### config.mk
export PLATFORM = sky130hd
export DESIGN_NAME = dcs_ram
export DESIGN_NICKNAME = d
export VERILOG_FILES = /design/src/sv/dcs_ram.sv
export SDC_FILE = /design/constraint.sdc
export NUM_CORES = 1
export LEC_CHECK = 0
export BUFFER_PORTS_ARGS = -buffer_cell sky130_fd_sc_hd__buf_2
export CAP_MARGIN = 20
export CORE_ASPECT_RATIO = 0.6
export CORE_UTILIZATION = 54
export DETAILED_ROUTE_END_ITERATION = 12
export PLACE_DENSITY = 0.8
export SLEW_MARGIN = 20
export SYNTH_ARGS = -nofsm -noshare
export SYNTH_HDL_FRONTEND = slang
export SYNTH_SLANG_ARGS = --single-unit
### constraint.sdc
create_clock -name clock -period 1.46 [get_ports clock]
set_input_delay 0.073 -clock clock [delete_from_list [all_inputs] [get_ports clock]]
set_output_delay 0.073 -clock clock [all_outputs]
set_load 0.02 [all_outputs]
### src/sv/dcs_ram.sv
// Generic single-port-write, single-port-read RAM with registered read data.
`default_nettype none
module dcs_ram #(
   parameter int WIDTH = 8,
   parameter int DEPTH = 16,
   localparam int AW = $clog2(DEPTH)
) (
   input  wire logic             clock,
   input  wire logic             wr_en,
   input  wire logic [AW-1:0]    wr_addr,
   input  wire logic [WIDTH-1:0] wr_data,
   input  wire logic             rd_en,
   input  wire logic [AW-1:0]    rd_addr,
   output logic      [WIDTH-1:0] rd_data
);

   logic [WIDTH-1:0] mem_ff [DEPTH];
   logic [WIDTH-1:0] rd_data_ff;

   // Write port.
   always_ff @(posedge clock) begin
      if (wr_en) begin
         mem_ff[wr_addr] <= wr_data;
      end
   end

   // Registered read port.
   always_ff @(posedge clock) begin
      if (rd_en) begin
         rd_data_ff <= mem_ff[rd_addr];
      end
   end

   assign rd_data = rd_data_ff;

endmodule
`default_nettype wire

# Word level (Yosys, flattened, before mapping)
# Memory sizes are Yosys's and may differ from the RTL's. A register that Yosys moved wholly into a read port is not among the register bits.
# Cells that the tools add are included.
# classes
n_mux	2
# op_table
cell	count
two-way mux 1 bit	2
# word_totals
inputBits	19
register_bits	0
output_inout_bits	8
ram_bits	128
n_memories	1
# mem_list
name	words	word_bits	rd	rd_clocked_by_memory_dff	write_ports	line_no	source
mem_ff	16	8	1	1	1	17	logic [WIDTH-1:0] mem_ff [DEPTH];

# Logic depth before layout (Yosys ltp)
# logic_depth
word_depth	2
mapped_depth	5
depth_no_buf	3

# Least setup slack after synthesis
# No wires, ideal clock.
# synth_timing
kind	in2reg
from	input wr_addr[2]
to	memory mem_ff[0][0], enable pin
path_stages	2
setup_ns	0.383
path_slack_ns	-0.106
arrival_time_ns	1.183
required_time_ns	1.077
path_cell_list	or3b_2 nor3_1
# synth_lines
element	line_no	source
from (decl)	10	input wire logic [AW-1:0] wr_addr,
to (decl)	17	
# Straight into the memory's write port.

==> run metrics <==
worst rel slew slack=0.372; Critical-path top delay cell=mux4_1; syn_area_per_cell=22.8 sq um; post-placement cell area=0.00563 sq mm; run status=finished, final reports clean; Placer Congestion=0.794; Worst-Skew Late Latency=410 ps; worst min path class=in -> reg; number of global-route vias before repair=2603; Setup crit end kind=register; routed len/inst=23.4 um; global-route wire length before repair=15.2 mm; fin worst setup slack=55.8 ps; Seq. cell area=0.00408 sq mm; DIE HEIGHT=78.2 um; max incr delay on CP=510 ps; final design instance area without fill=0.00626 sq mm; worst vdd ir=1.01 mV; Final Skew=6.67 ps; vias=2522; Placeable Area=0.00929 sq mm; Setup WS pre-CTS=-116 ps; GRT Util Overall=0.226; Initial DRT Pass Iterations=5; Power Density=1480 mW/mm^2; Leak=2.11 nW; Hold Vio Cnt, Final=0; crit share post-route=0.962; post-synthesis cell type count=18; Crit path required time=1620 ps; gr ovfl total=0; Reg clk slew, reported paths=60 ps; TritonCTS clock tree=built; Crit Path Max Fanout=1; Area Growth Syn to Fin=19.7%; remaining antenna violation count=0; multi-input logic area=0.00108 sq mm; # setup viols final=0; largest net degree at the start of global routing=23; Clock Path Buffers=2; root buf cell=clkbuf_16; Cell Count, Final, Fillers Out=429; Final min period=1400 ps; initial DRC count=258; most frequent cells in the layout=edfxtp_1, buf_2, mux4_2; Remaining DRCs=0; H-tree levels=4; max capacitance violation total=0; crit path kind=reg -> reg; crit path DAT=1560 ps; layout cells sized above 1=0.355; Core Rows=27; Tightest Pin Transition=940 ps; Final #Nets=305; Final Hold Slack=47.0 ps; Critical Path Source Type=register; PortBufs=26; Post-Syn Instances=229; Synthesis Warnings=0; FILL cells=595; initial antenna violation count=0; post-synthesis sequential area ratio=0.781; # diodes=0; CTS Buf Count=17; CP cell instances=mux4_1 -> a22oi_1 -> nand2_1; DP Wirelength=6.27 mm; Die Wd=129 um; number of synthesized register bits=136; Synthesized Nets=248; post-CTS setup buffer count=0; Fmax=0.712 GHz; Initial Utilization=0.563; WL final=10.1 mm; Post-Syn Area=0.00523 sq mm; DIE AREA=0.0101 sq mm; placed cell count=397; Top Ports=27; Clock Sinks=136; overall power=0.00924 W; commonest non-fill, non-tap cell in the layout=edfxtp_1; Slew Limit Fails=0; Vias/cell=5.88
cells in the mapped netlist:
library cell,count,share of area
edfxtp_1,136,0.78
nand2b_1,2,0.0024
a22oi_1,16,0.023
nor2_1,13,0.0093
and2_1,1,0.0012
buf_2,3,0.0029
nand3b_1,2,0.0029
buf_6,3,0.0065
nand2_1,9,0.0065
or3b_2,1,0.0017
nand3_1,1,0.00096
clkdlybuf4s25_2,3,0.0057
nor2b_1,1,0.0012
mux4_1,14,0.070
and2b_1,1,0.0014
mux4_2,18,0.078
buf_4,1,0.0014
nor3_1,4,0.0038
layer usage:
layer | part of all wire | global-route usage | vias to the layer above
met5 | 0 | 0 | -
met4 | 0.0029 | 0.0906 | 0
met3 | 0.12 | 0.0668 | 4
met2 | 0.47 | 0.337 | 135
met1 | 0.41 | 0.316 | 1292
li1 | - | - | 1091
worst max-delay path: cells and delay by family, from the launching register on:
kind,cells,cell delay (ps)
flops,1,360
compound gates,1,200
simple gates,1,80
mux,1,510
final timing paths:
path	start	to	slack, ps	cells past startpoint
max	mem_ff[1][1]	rd_data[1]	60	3
max reg2reg	mem_ff[1][1]	rd_data[1]	60	3
min	wr_data[3]	mem_ff[4][3]	50	1
min reg2reg	mem_ff[12][2]	rd_data[2]	750	3
final cells by class:
| type | count | share of cell area |
|---|---|---|
| sequential | 136 | 0.653 |
| multi-input combinational | 83 | 0.173 |
| clock buffer | 18 | 0.0686 |
| timing repair buffer | 48 | 0.0512 |
| clock inverter | 14 | 0.0290 |
| tap | 130 | 0.0260 |
power by group:
group          switching, W  total (W)  internal (W)
combinational      0.000254   0.000436      0.000182
sequential        0.0000241    0.00442       0.00440
clock               0.00155    0.00438       0.00283
total               0.00183    0.00924       0.00742
sequential cells by signal (all words and copies together) (netlist names):
signal   count
rd_data      8
mem_ff     128
per-stage QoR:
stage / TNS, ps / util
global route: -25.1 / 0.674
global placement: -395 / 0.606
detailed placement: -698 / 0.606
CTS: 0 / 0.672
finish: 0 / 0.674
floorplan: 0 / -
repair_timing:
action / in CTS / in global routing
resized for setup: 0 / 9
hold endpoints to repair: 0 / 0
endpoints found under the setup margin: 0 / 5
hold buffers: 0 / 0
cell families after synthesis:
family,count (synthesis),share of synthesized area
buffers and inverters,10,0.0165
and+or+nand+nor,35,0.0314
DFF,136,0.781
muxes,32,0.148
AOI/OAI and AO/OA,16,0.0230
No activity file was read; power rests on OpenSTA's default activity.
