File: src/sv/dcs_pkg.sv
// Package with the constants and types of the CV store.
`default_nettype none
package dcs_pkg;

   // Highest CV number and the store that follows from it.
   localparam int MAX_CV    = 2048;
   localparam int CV_DEPTH  = MAX_CV + 1;
   localparam int CV_AW     = $clog2(CV_DEPTH);
   localparam int ADDR_W    = 12;
   localparam int BYTE_W    = 8;
   localparam int CONFIG_CV = 29;

   // Operation codes.
   localparam logic [1:0] OP_GET    = 2'd0;
   localparam logic [1:0] OP_SET    = 2'd1;
   localparam logic [1:0] OP_VERIFY = 2'd2;

   // Addressing modes.
   localparam logic [1:0] SP_REGISTER = 2'd0;
   localparam logic [1:0] SP_PAGE     = 2'd1;
   localparam logic [1:0] SP_CV       = 2'd2;
   localparam logic [1:0] SP_BIT      = 2'd3;

   // Register numbers with a special mapping.
   localparam logic [ADDR_W-1:0] REG_CONFIG = 12'd5;
   localparam logic [ADDR_W-1:0] REG_PAGE   = 12'd6;

   // Bounds of the register map; the low registers also restore page one.
   localparam logic [ADDR_W-1:0] REG_MIN     = 12'd1;
   localparam logic [ADDR_W-1:0] REG_LOW_MAX = 12'd4;
   localparam logic [ADDR_W-1:0] REG_MAX     = 12'd8;

   // Sequencer states.
   typedef enum logic [2:0] {
      ST_CLEAR = 3'b001,
      ST_IDLE  = 3'b010,
      ST_EXEC  = 3'b100
   } state_type;

   // Request as held during execution.
   typedef struct packed {
      logic [1:0]        op;
      logic [1:0]        space;
      logic [3:0]        bit_index;
      logic [BYTE_W-1:0] data;
      logic              addr_ok;
      logic              page_tgt;
      logic              page_one;
   } req_type;

   // What the modify unit decides for one request.
   typedef struct packed {
      logic              wr_en;
      logic [BYTE_W-1:0] wr_data;
      logic [BYTE_W-1:0] value;
      logic              failed;
   } alu_out_type;

endpackage
`default_nettype wire

File: src/sv/dcs_alu.sv
// Modify and compare unit: works out get, set and verify on one byte or bit.
`default_nettype none
module dcs_alu (
   input  wire dcs_pkg::req_type             req,
   input  wire logic [dcs_pkg::BYTE_W-1:0]   cur,
   output dcs_pkg::alu_out_type              res
);

   logic                       bit_ok;
   logic                       cur_bit;
   logic                       data_is_bit;
   logic [dcs_pkg::BYTE_W-1:0] mask;
   logic [dcs_pkg::BYTE_W-1:0] bit_new;

   // Bit-mode helpers.
   assign bit_ok      = !req.bit_index[3];
   assign cur_bit     = cur[req.bit_index[2:0]];
   assign data_is_bit = (req.data[dcs_pkg::BYTE_W-1:1] == '0);
   assign mask        = dcs_pkg::BYTE_W'(1) << req.bit_index[2:0];
   assign bit_new     = req.data[0] ? (cur | mask) : (cur & ~mask);

   // Decide the outcome; a failed request writes nothing and reports zero.
   always_comb begin
      res = '0;
      if (!req.addr_ok) begin
         res.failed = 1'b1;
      end else if (req.space == dcs_pkg::SP_BIT) begin
         if (!bit_ok) begin
            res.failed = 1'b1;
         end else begin
            unique case (req.op)
               dcs_pkg::OP_GET: begin
                  res.value = {{(dcs_pkg::BYTE_W-1){1'b0}}, cur_bit};
               end
               dcs_pkg::OP_SET: begin
                  if (data_is_bit) begin
                     res.wr_en   = 1'b1;
                     res.wr_data = bit_new;
                     res.value   = req.data;
                  end else begin
                     res.failed = 1'b1;
                  end
               end
               dcs_pkg::OP_VERIFY: begin
                  if ({{(dcs_pkg::BYTE_W-1){1'b0}}, cur_bit} == req.data) begin
                     res.value = req.data;
                  end else begin
                     res.failed = 1'b1;
                  end
               end
               default: begin
                  res.failed = 1'b1;
               end
            endcase
         end
      end else begin
         unique case (req.op)
            dcs_pkg::OP_GET: begin
               res.value = cur;
            end
            dcs_pkg::OP_SET: begin
               res.wr_en   = 1'b1;
               res.wr_data = req.data;
               res.value   = req.data;
            end
            dcs_pkg::OP_VERIFY: begin
               if (cur == req.data) begin
                  res.value = req.data;
               end else begin
                  res.failed = 1'b1;
               end
            end
            default: begin
               res.failed = 1'b1;
            end
         endcase
      end
   end

endmodule
`default_nettype wire

File: config.mk
export PLATFORM = sky130hd
export DESIGN_NAME = dcs_alu
export DESIGN_NICKNAME = d
export VERILOG_FILES = /design/src/sv/dcs_pkg.sv /design/src/sv/dcs_alu.sv
export SDC_FILE = /design/constraint.sdc
export NUM_CORES = 1
export LEC_CHECK = 0
export ABC_AREA = 0
export BUFFER_PORTS_ARGS = -buffer_cell sky130_fd_sc_hd__buf_2
export CELL_PAD_IN_SITES_DETAIL_PLACEMENT = 2
export CELL_PAD_IN_SITES_GLOBAL_PLACEMENT = 2
export CORE_ASPECT_RATIO = 1.25
export CORE_MARGIN = 1.5
export CORE_UTILIZATION = 23
export DETAILED_ROUTE_END_ITERATION = 10
export PLACE_DENSITY_LB_ADDON = 0.05
export SYNTH_ARGS = -nofsm -noshare
export SYNTH_HDL_FRONTEND = slang
export SYNTH_SLANG_ARGS = --single-unit
File: constraint.sdc
create_clock -name vclk -period 3.6
set_input_delay 0.36 -clock vclk [all_inputs]
set_output_delay 0.36 -clock vclk [all_outputs]
set_load 0.005 [all_outputs]
* Word level (Yosys, flattened, before mapping) *
Cells that the tools add are included.

storage, ports and cells
  bits in registers = 0
  input bits = 27
  logic and storage cells = 33

operators by class
  magnitude comparators = 1
  equality and inequality tests = 5
  shift operators = 1
  muxes and demuxes = 20
  bitwise logic cells = 3
  reductions and logical operators = 3

operator list
  cell                                                                           count
  17-bit two-way mux                                                             3
  8-bit case mux with 3 select lines                                             2
  8-bit two-way mux                                                              3
  18-bit two-way mux                                                             1
  9-bit two-way mux                                                              2
  8-bit AND                                                                      1
  1-bit by 8-bit == test with 1-bit output                                       1
  8-bit == test                                                                  1
  8-bit inverter                                                                 1
  8-bit OR                                                                       1
  1-bit by 3-bit left shift with 8-bit output (first input constant)             1
  7-bit logical NOT                                                              1
  1-bit two-way mux                                                              6
  2-bit == test (second input constant)                                          2
  3-bit by 4-bit less-than comparator with 1-bit output (second input constant)  1
  1-bit binary-select mux with 3-bit select                                      1
  1-bit case mux with 3 select lines                                             1
  2-bit by 1-bit == test with 1-bit output (second input constant)               1
  2-bit logical NOT                                                              1
  1-bit case mux with 2 select lines                                             1
  2-bit OR reduction                                                             1

* Depth between registers and ports, before layout *
Gate-level depths: netlist of the first run.

  depth in word-level cells = 9
  gate-level depth with buffers = 6

* Least setup slack after synthesis of the first run *
Ideal clock, no wire load.

  path type = input to output
  start point = in req[12] in the netlist's numbering
  end point = out res[1] in the netlist's numbering
  arrival time = 1.435 ns
  required time = 3.240 ns
  path slack = 1.805 ns
  stages on the path = 6
  path through = buf_6 -> mux2_4 -> o22ai_2 -> a211oi_2 -> a22o_1 -> a221o_1

RTL lines
  element             RTL line      RTL
  start: declaration  dcs_alu.sv:4  input wire dcs_pkg::req_type req,
  end: declaration    dcs_alu.sv:6  output dcs_pkg::alu_out_type res

==> impl_metrics.py, run 1 <==
metrics = {
    "outcome": {
        "run_status": "completed",
    },
    "global_route": {
        "grt_util_all_layers_pct": 17.36,
        "grt_start_max_net_pins": 13,
        "vias_in_the_first_global_route": 973,
        "grt_first_pass_wirelength_um": 4623,
        "grt.overflow.total": 0,
        "grt_antenna_before_repair": 0,
    },
    "timing": {
        "timing.final.crit_period_ns": 2.260,
        "hold_violations": 0,
        "layout_worst_path_cycle_share_pct": 62.78,
        "finalSetupViolations": 0,
        "setup-tns-final_ns": 0,
        "post-route-worst-setup-slack_ns": 1.340,
        "maxClockFrequency_mhz": 442.5,
        "hold-worst-slack_ns": 1.066,
        "final_max_slew_viol_count": 0,
        "setup_repair_after_global_routing_missed_its_margin": "no",
        "timing.max_slew.rel_slack_pct": 46.93,
        "worst-slew-pin-transition_ns": 0.7900,
    },
    "critical_path": {
        "cp-start-kind": "input port",
        "endpoint_kind": "output port",
        "most_used_cell_along_the_critical_path": "sky130_fd_sc_hd__buf_2",
        "critical_path.cell_chain": "buf_2 > mux2_2 > o22ai_1 > a211oi_2 > a22o_1 > a221o_1 > buf_2",
        "arrival_ns": 1.90,
        "timing.critical_path.fanout_max": 12,
        "cpMaxStageDelayCell": "sky130_fd_sc_hd__mux2_2",
        "cp_slowest_stage_delay_ns": 0.37,
        "crit_type": "input port to output port",
        "required_time_at_the_worst_slack_endpoint_ns": 3.24,
    },
    "cells_and_area": {
        "post_synthesis_to_final_layout_area_growth_pct": 31.15,
        "stdcell_count": 173,
        "layout_cell_share_with_drive_strength_beyond_1_pct": 37.96,
        "fillCellCount": 381,
        "final-seq-area_um2": 0,
        "most_common_cell_after_layout_fill_and_taps_aside": "sky130_fd_sc_hd__buf_2",
        "layout.cells.most_common_list": "sky130_fd_sc_hd__buf_2 (43), sky130_fd_sc_hd__nand2_1 (13), sky130_fd_sc_hd__nor2_1 (11)",
        "seq_cell_count": 0,
        "fin_nets": 166,
        "insertedDiodeCount": 0,
        "clock_buffers": 0,
    },
    "synth": {
        "synthCells": 99,
        "syn_avg_cell_area_um2": 6.938,
        "ys.warnings.count": 0,
        "post_synth_num_cell_types": 37,
        "mappedNetlistNets": 126,
        "synth.yosys.seq_area_share_pct": 0,
        "synth_area_um2": 686.9,
    },
    "hold_path": {
        "hold_path_class": "input port to output port",
    },
    "floorplan": {
        "height_of_the_die_um": 64.10,
        "core_area_um2": 2890,
        "dieArea_um2": 3326,
        "initial_utilization_pct": 23.77,
        "io_pins": 45,
        "die_x_um": 51.88,
        "rows": 22,
    },
    "drt": {
        "antenna_left": 0,
        "drt-total-wl_um": 2754,
        "route.vias.total": 923,
        "drt-initial-drc-count": 7,
        "drcViolationCount": 0,
        "route.detailed.wl_per_inst_um": 15.92,
        "detail_route.first_pass.iterations": 3,
        "post_drt_via_cell_ratio": 5.335,
    },
    "pwr": {
        "ir_worst_vdd_v": 0.00002538,
        "static-leakage-power_uw": 0.0004134,
        "power.density_nw_per_um2": 100.6,
        "fin_total_pwr_uw": 90.63,
    },
    "cts": {
        "cts-resized-gates": 0,
        "post_cts.repair.setup_buffers": 0,
        "holdBufCountCts": 0,
    },
    "placement": {
        "placedCellCount": 173,
        "detailed_place_hpwl_um": 2321,
        "globalplace.congestion": 0.7678,
        "io_buffers": 43,
        "post-place-ws_ns": 1.323,
    },
    "flow_run": {
        "number_of_violations_of_the_max_capacitance_limit": 0,
    },
}
## critical path: cells and delay by family
family                 cells  cell delay, ns
AOI/OAI and AO/OA          4            0.81
muxes                      1            0.37
buffers and inverters      2            0.35
## area by class of cell
cell class	count	area (um^2)	area share [%]
multi-input cells	93	636.9	70.69
repair buffers	43	215.2	23.89
well taps	36	45.04	5.000
inverters	1	3.754	0.4167
## worst paths after layout
check,from,to,slack [ns],cells after the start
min,req[5],res[3],1.07,3
max,req[12],res[1],1.34,7
## metrics by stage
stage	util (%)	cell area, um^2
detailed placement	31.17	900.9
finish	31.17	900.9
global placement	31.17	900.9
global route	31.17	900.9
floorplan	-	686.9
CTS	31.17	900.9
## cell usage after synthesis, drive strengths merged
cell type	number	area share, %
a22oi	2	2.2
mux2i	7	10
a211oi	1	1.8
nand3b	1	1.1
or2	1	0.91
inv	1	0.55
nand4	2	1.8
or3	1	1.1
a2111oi	1	2.2
and2	1	0.91
and4b	2	2.9
nor4	1	1.8
o221a	1	1.6
a21oi	2	1.5
a221o	1	1.5
and2b	1	1.3
mux2	2	3.8
o21ai	10	7.3
buf	5	6.7
nor2	11	6.0
o22ai	2	2.7
nor3	3	2.2
a22o	6	7.7
nand3	3	2.2
o31ai	2	2.9
nor3b	1	1.1
xnor2	8	10
nor2b	1	0.91
nand2b	5	4.6
o31a	1	1.3
nand2	13	7.1
## power breakdown
| group | switching [uW] | internal [uW] |
|---|---|---|
| logic | 50.0 | 40.7 |
| registers | 0 | 0 |
| clock network | 0 | 0 |
## logic make-up after synthesis
| family | after synthesis | share of synthesized area [%] |
|---|---|---|
| AO/OA/AOI/OAI | 29 | 32.60 |
| AND/OR/NAND/NOR | 47 | 35.89 |
| XOR/XNOR | 8 | 10.20 |
| buffers and inverters | 6 | 7.285 |
| multiplexers | 9 | 14.03 |
## layer usage
layer  routed length [um]  vias up  global-route usage (%)  share of wire [%]
met5                    0        -                       0                  0
met2                 1481       18                   31.65                 54
li1                     -      445                       -                  -
met3                   67        0                       0                2.4
met1                 1205      460                   23.87                 44
met4                    0        0                       0                  0
No activity file was read; power rests on OpenSTA's default activity.
==> run 2: changes to the inputs <==
CORE_UTILIZATION = 22   (was 23)
clock period = 2.3 ns   (was 3.6 ns; I/O delays follow)
==> impl_metrics.py, run 2 (same netlist as run 1, synthesis figures left out) <==
metrics = {
    "floorplan": {
        "core_area_um2": 2945,
        "rows": 22,
        "initial_utilization_pct": 23.32,
        "die_x_um": 52.98,
        "dieArea_um2": 3469,
        "io_pins": 45,
        "height_of_the_die_um": 65.48,
    },
    "timing": {
        "maxClockFrequency_mhz": 503.4,
        "setup-tns-final_ns": 0,
        "timing.final.crit_period_ns": 1.987,
        "setup_repair_after_global_routing_missed_its_margin": "no",
        "layout_worst_path_cycle_share_pct": 86.37,
        "hold_violations": 0,
        "worst-slew-pin-transition_ns": 0.5914,
        "hold-worst-slack_ns": 0.8023,
        "finalSetupViolations": 0,
        "final_max_slew_viol_count": 0,
        "timing.max_slew.rel_slack_pct": 60.43,
    },
    "drt": {
        "drt-total-wl_um": 2791,
        "route.vias.total": 917,
        "post_drt_via_cell_ratio": 5.270,
        "route.detailed.wl_per_inst_um": 16.04,
        "detail_route.first_pass.iterations": 3,
        "drt-initial-drc-count": 6,
        "drcViolationCount": 0,
        "antenna_left": 0,
    },
    "pwr": {
        "switchingPower_uw": 79.19,
        "fin_total_pwr_uw": 143.6,
        "seq_power_share_pct": 0,
        "static-leakage-power_uw": 0.0004188,
        "swShare_pct": 55.15,
        "clock_power_share_pct": 0,
        "combinationalPowerShare_pct": 100.0,
        "ir_worst_vdd_v": 0.00004189,
        "power.density_nw_per_um2": 158.1,
        "intPower_uw": 64.41,
    },
    "critical_path": {
        "timing.critical_path.fanout_max": 12,
        "critPathTopFamily": "compound AO/OA/AOI/OAI gates",
        "required_time_at_the_worst_slack_endpoint_ns": 2.07,
        "cp_slowest_stage_delay_ns": 0.36,
        "critical_path.cell_chain": "buf_2 > mux2_2 > o22ai_1 > a211oi_2 > a22o_1 > a221o_1 > buf_2",
        "cpMaxStageDelayCell": "sky130_fd_sc_hd__mux2_2",
        "crit_type": "input port to output port",
        "cp-start-kind": "input port",
        "endpoint_kind": "output port",
        "arrival_ns": 1.76,
        "cp.buffers_inverters": 2,
        "most_used_cell_along_the_critical_path": "sky130_fd_sc_hd__buf_2",
    },
    "hold_path": {
        "worst_hold_path.num_cells": 3,
        "whs_endpoint": "res[4]",
        "min-delay-start": "req[6]",
        "hold_path_class": "input port to output port",
    },
    "cells_and_area": {
        "most_common_cell_after_layout_fill_and_taps_aside": "sky130_fd_sc_hd__buf_2",
        "final-seq-area_um2": 0,
        "clock_buffers": 0,
        "layout.cells.most_common_list": "sky130_fd_sc_hd__buf_2 (43), sky130_fd_sc_hd__nand2_1 (13), sky130_fd_sc_hd__nor2_1 (11)",
        "area_taken_by_multi_input_logic_gates_um2": 636.9,
        "fin_nets": 167,
        "seq_cell_count": 0,
        "stdcell_count": 174,
        "insertedDiodeCount": 0,
        "fillCellCount": 364,
        "layout_cell_share_with_drive_strength_beyond_1_pct": 38.41,
        "post_synthesis_to_final_layout_area_growth_pct": 32.24,
    },
    "global_route": {
        "grt_start_max_net_pins": 13,
        "grt.overflow.total": 0,
        "grt_util_all_layers_pct": 17.17,
        "grt_antenna_before_repair": 0,
        "grt_first_pass_wirelength_um": 4581,
        "vias_in_the_first_global_route": 906,
    },
    "cts": {
        "holdBufCountCts": 0,
        "cts-resized-gates": 0,
        "post_cts.repair.setup_buffers": 0,
    },
    "outcome": {
        "run_status": "completed",
    },
    "placement": {
        "detailed_place_hpwl_um": 2309,
        "globalplace.congestion": 0.7454,
        "placedCellCount": 174,
        "io_buffers": 43,
    },
    "flow_run": {
        "number_of_violations_of_the_max_capacitance_limit": 0,
    },
}
## run 2: changes by cell type in the layout (fill, tap and decap cells not counted)
cell                    before  now
sky130_fd_sc_hd__buf_4       0    1
## run 2: worst max-delay path by stage
stage | slack, ns | cells after the start | end | startpoint
6_report | 0.31 | 7 | res[1] | req[12]
5_1_grt | 0.22 | 7 | res[1] | req[3]
4_1_cts | 0.31 | 7 | res[1] | req[12]
3_5_place_dp | 0.32 | 7 | res[1] | req[12]
3_3_place_gp | 0.32 | 7 | res[1] | req[12]
2_1_floorplan | 0.76 | 6 | res[1] | req[12]
## run 2: cell type report
class,instances,share of cell area [%]
inverters,1,0.4132
repair buffers,44,24.52
well taps,36,4.959
multi-input cells,93,70.11
## run 2: per-layer routing
layer / share of wire (%) / vias up / GRT usage, %
met5: 0 / - / 0
li1: - / 448 / -
met1: 44 / 451 / 23.28
met2: 53 / 18 / 31.56
met4: 0 / 0 / 0
met3: 3.3 / 0 / 0.4545
## run 2: power by group through the flow
stage	combinational, uW	sequential, uW	clock, uW
after global placement	143	0	0
after detailed placement	145	0	0
after CTS	146	0	0
after global routing	160	0	0
after floorplan	82.7	0	0
final	144	0	0
## run 2: worst min-delay path: stages
cell                     delay, ns
sky130_fd_sc_hd__buf_2        0.12
sky130_fd_sc_hd__a22o_1       0.12
sky130_fd_sc_hd__buf_2        0.10
## run 2: through the flow
step           utilization (%)  setup WS (ns)  area, um^2
2_1_floorplan                -         0.7649       686.9
3_3_place_gp             30.84         0.3186       908.4
3_5_place_dp             30.84         0.3190       908.4
4_1_cts                  30.84         0.3140       908.4
5_1_grt                  30.84         0.2189       908.4
6_report                 30.84         0.3134       908.4
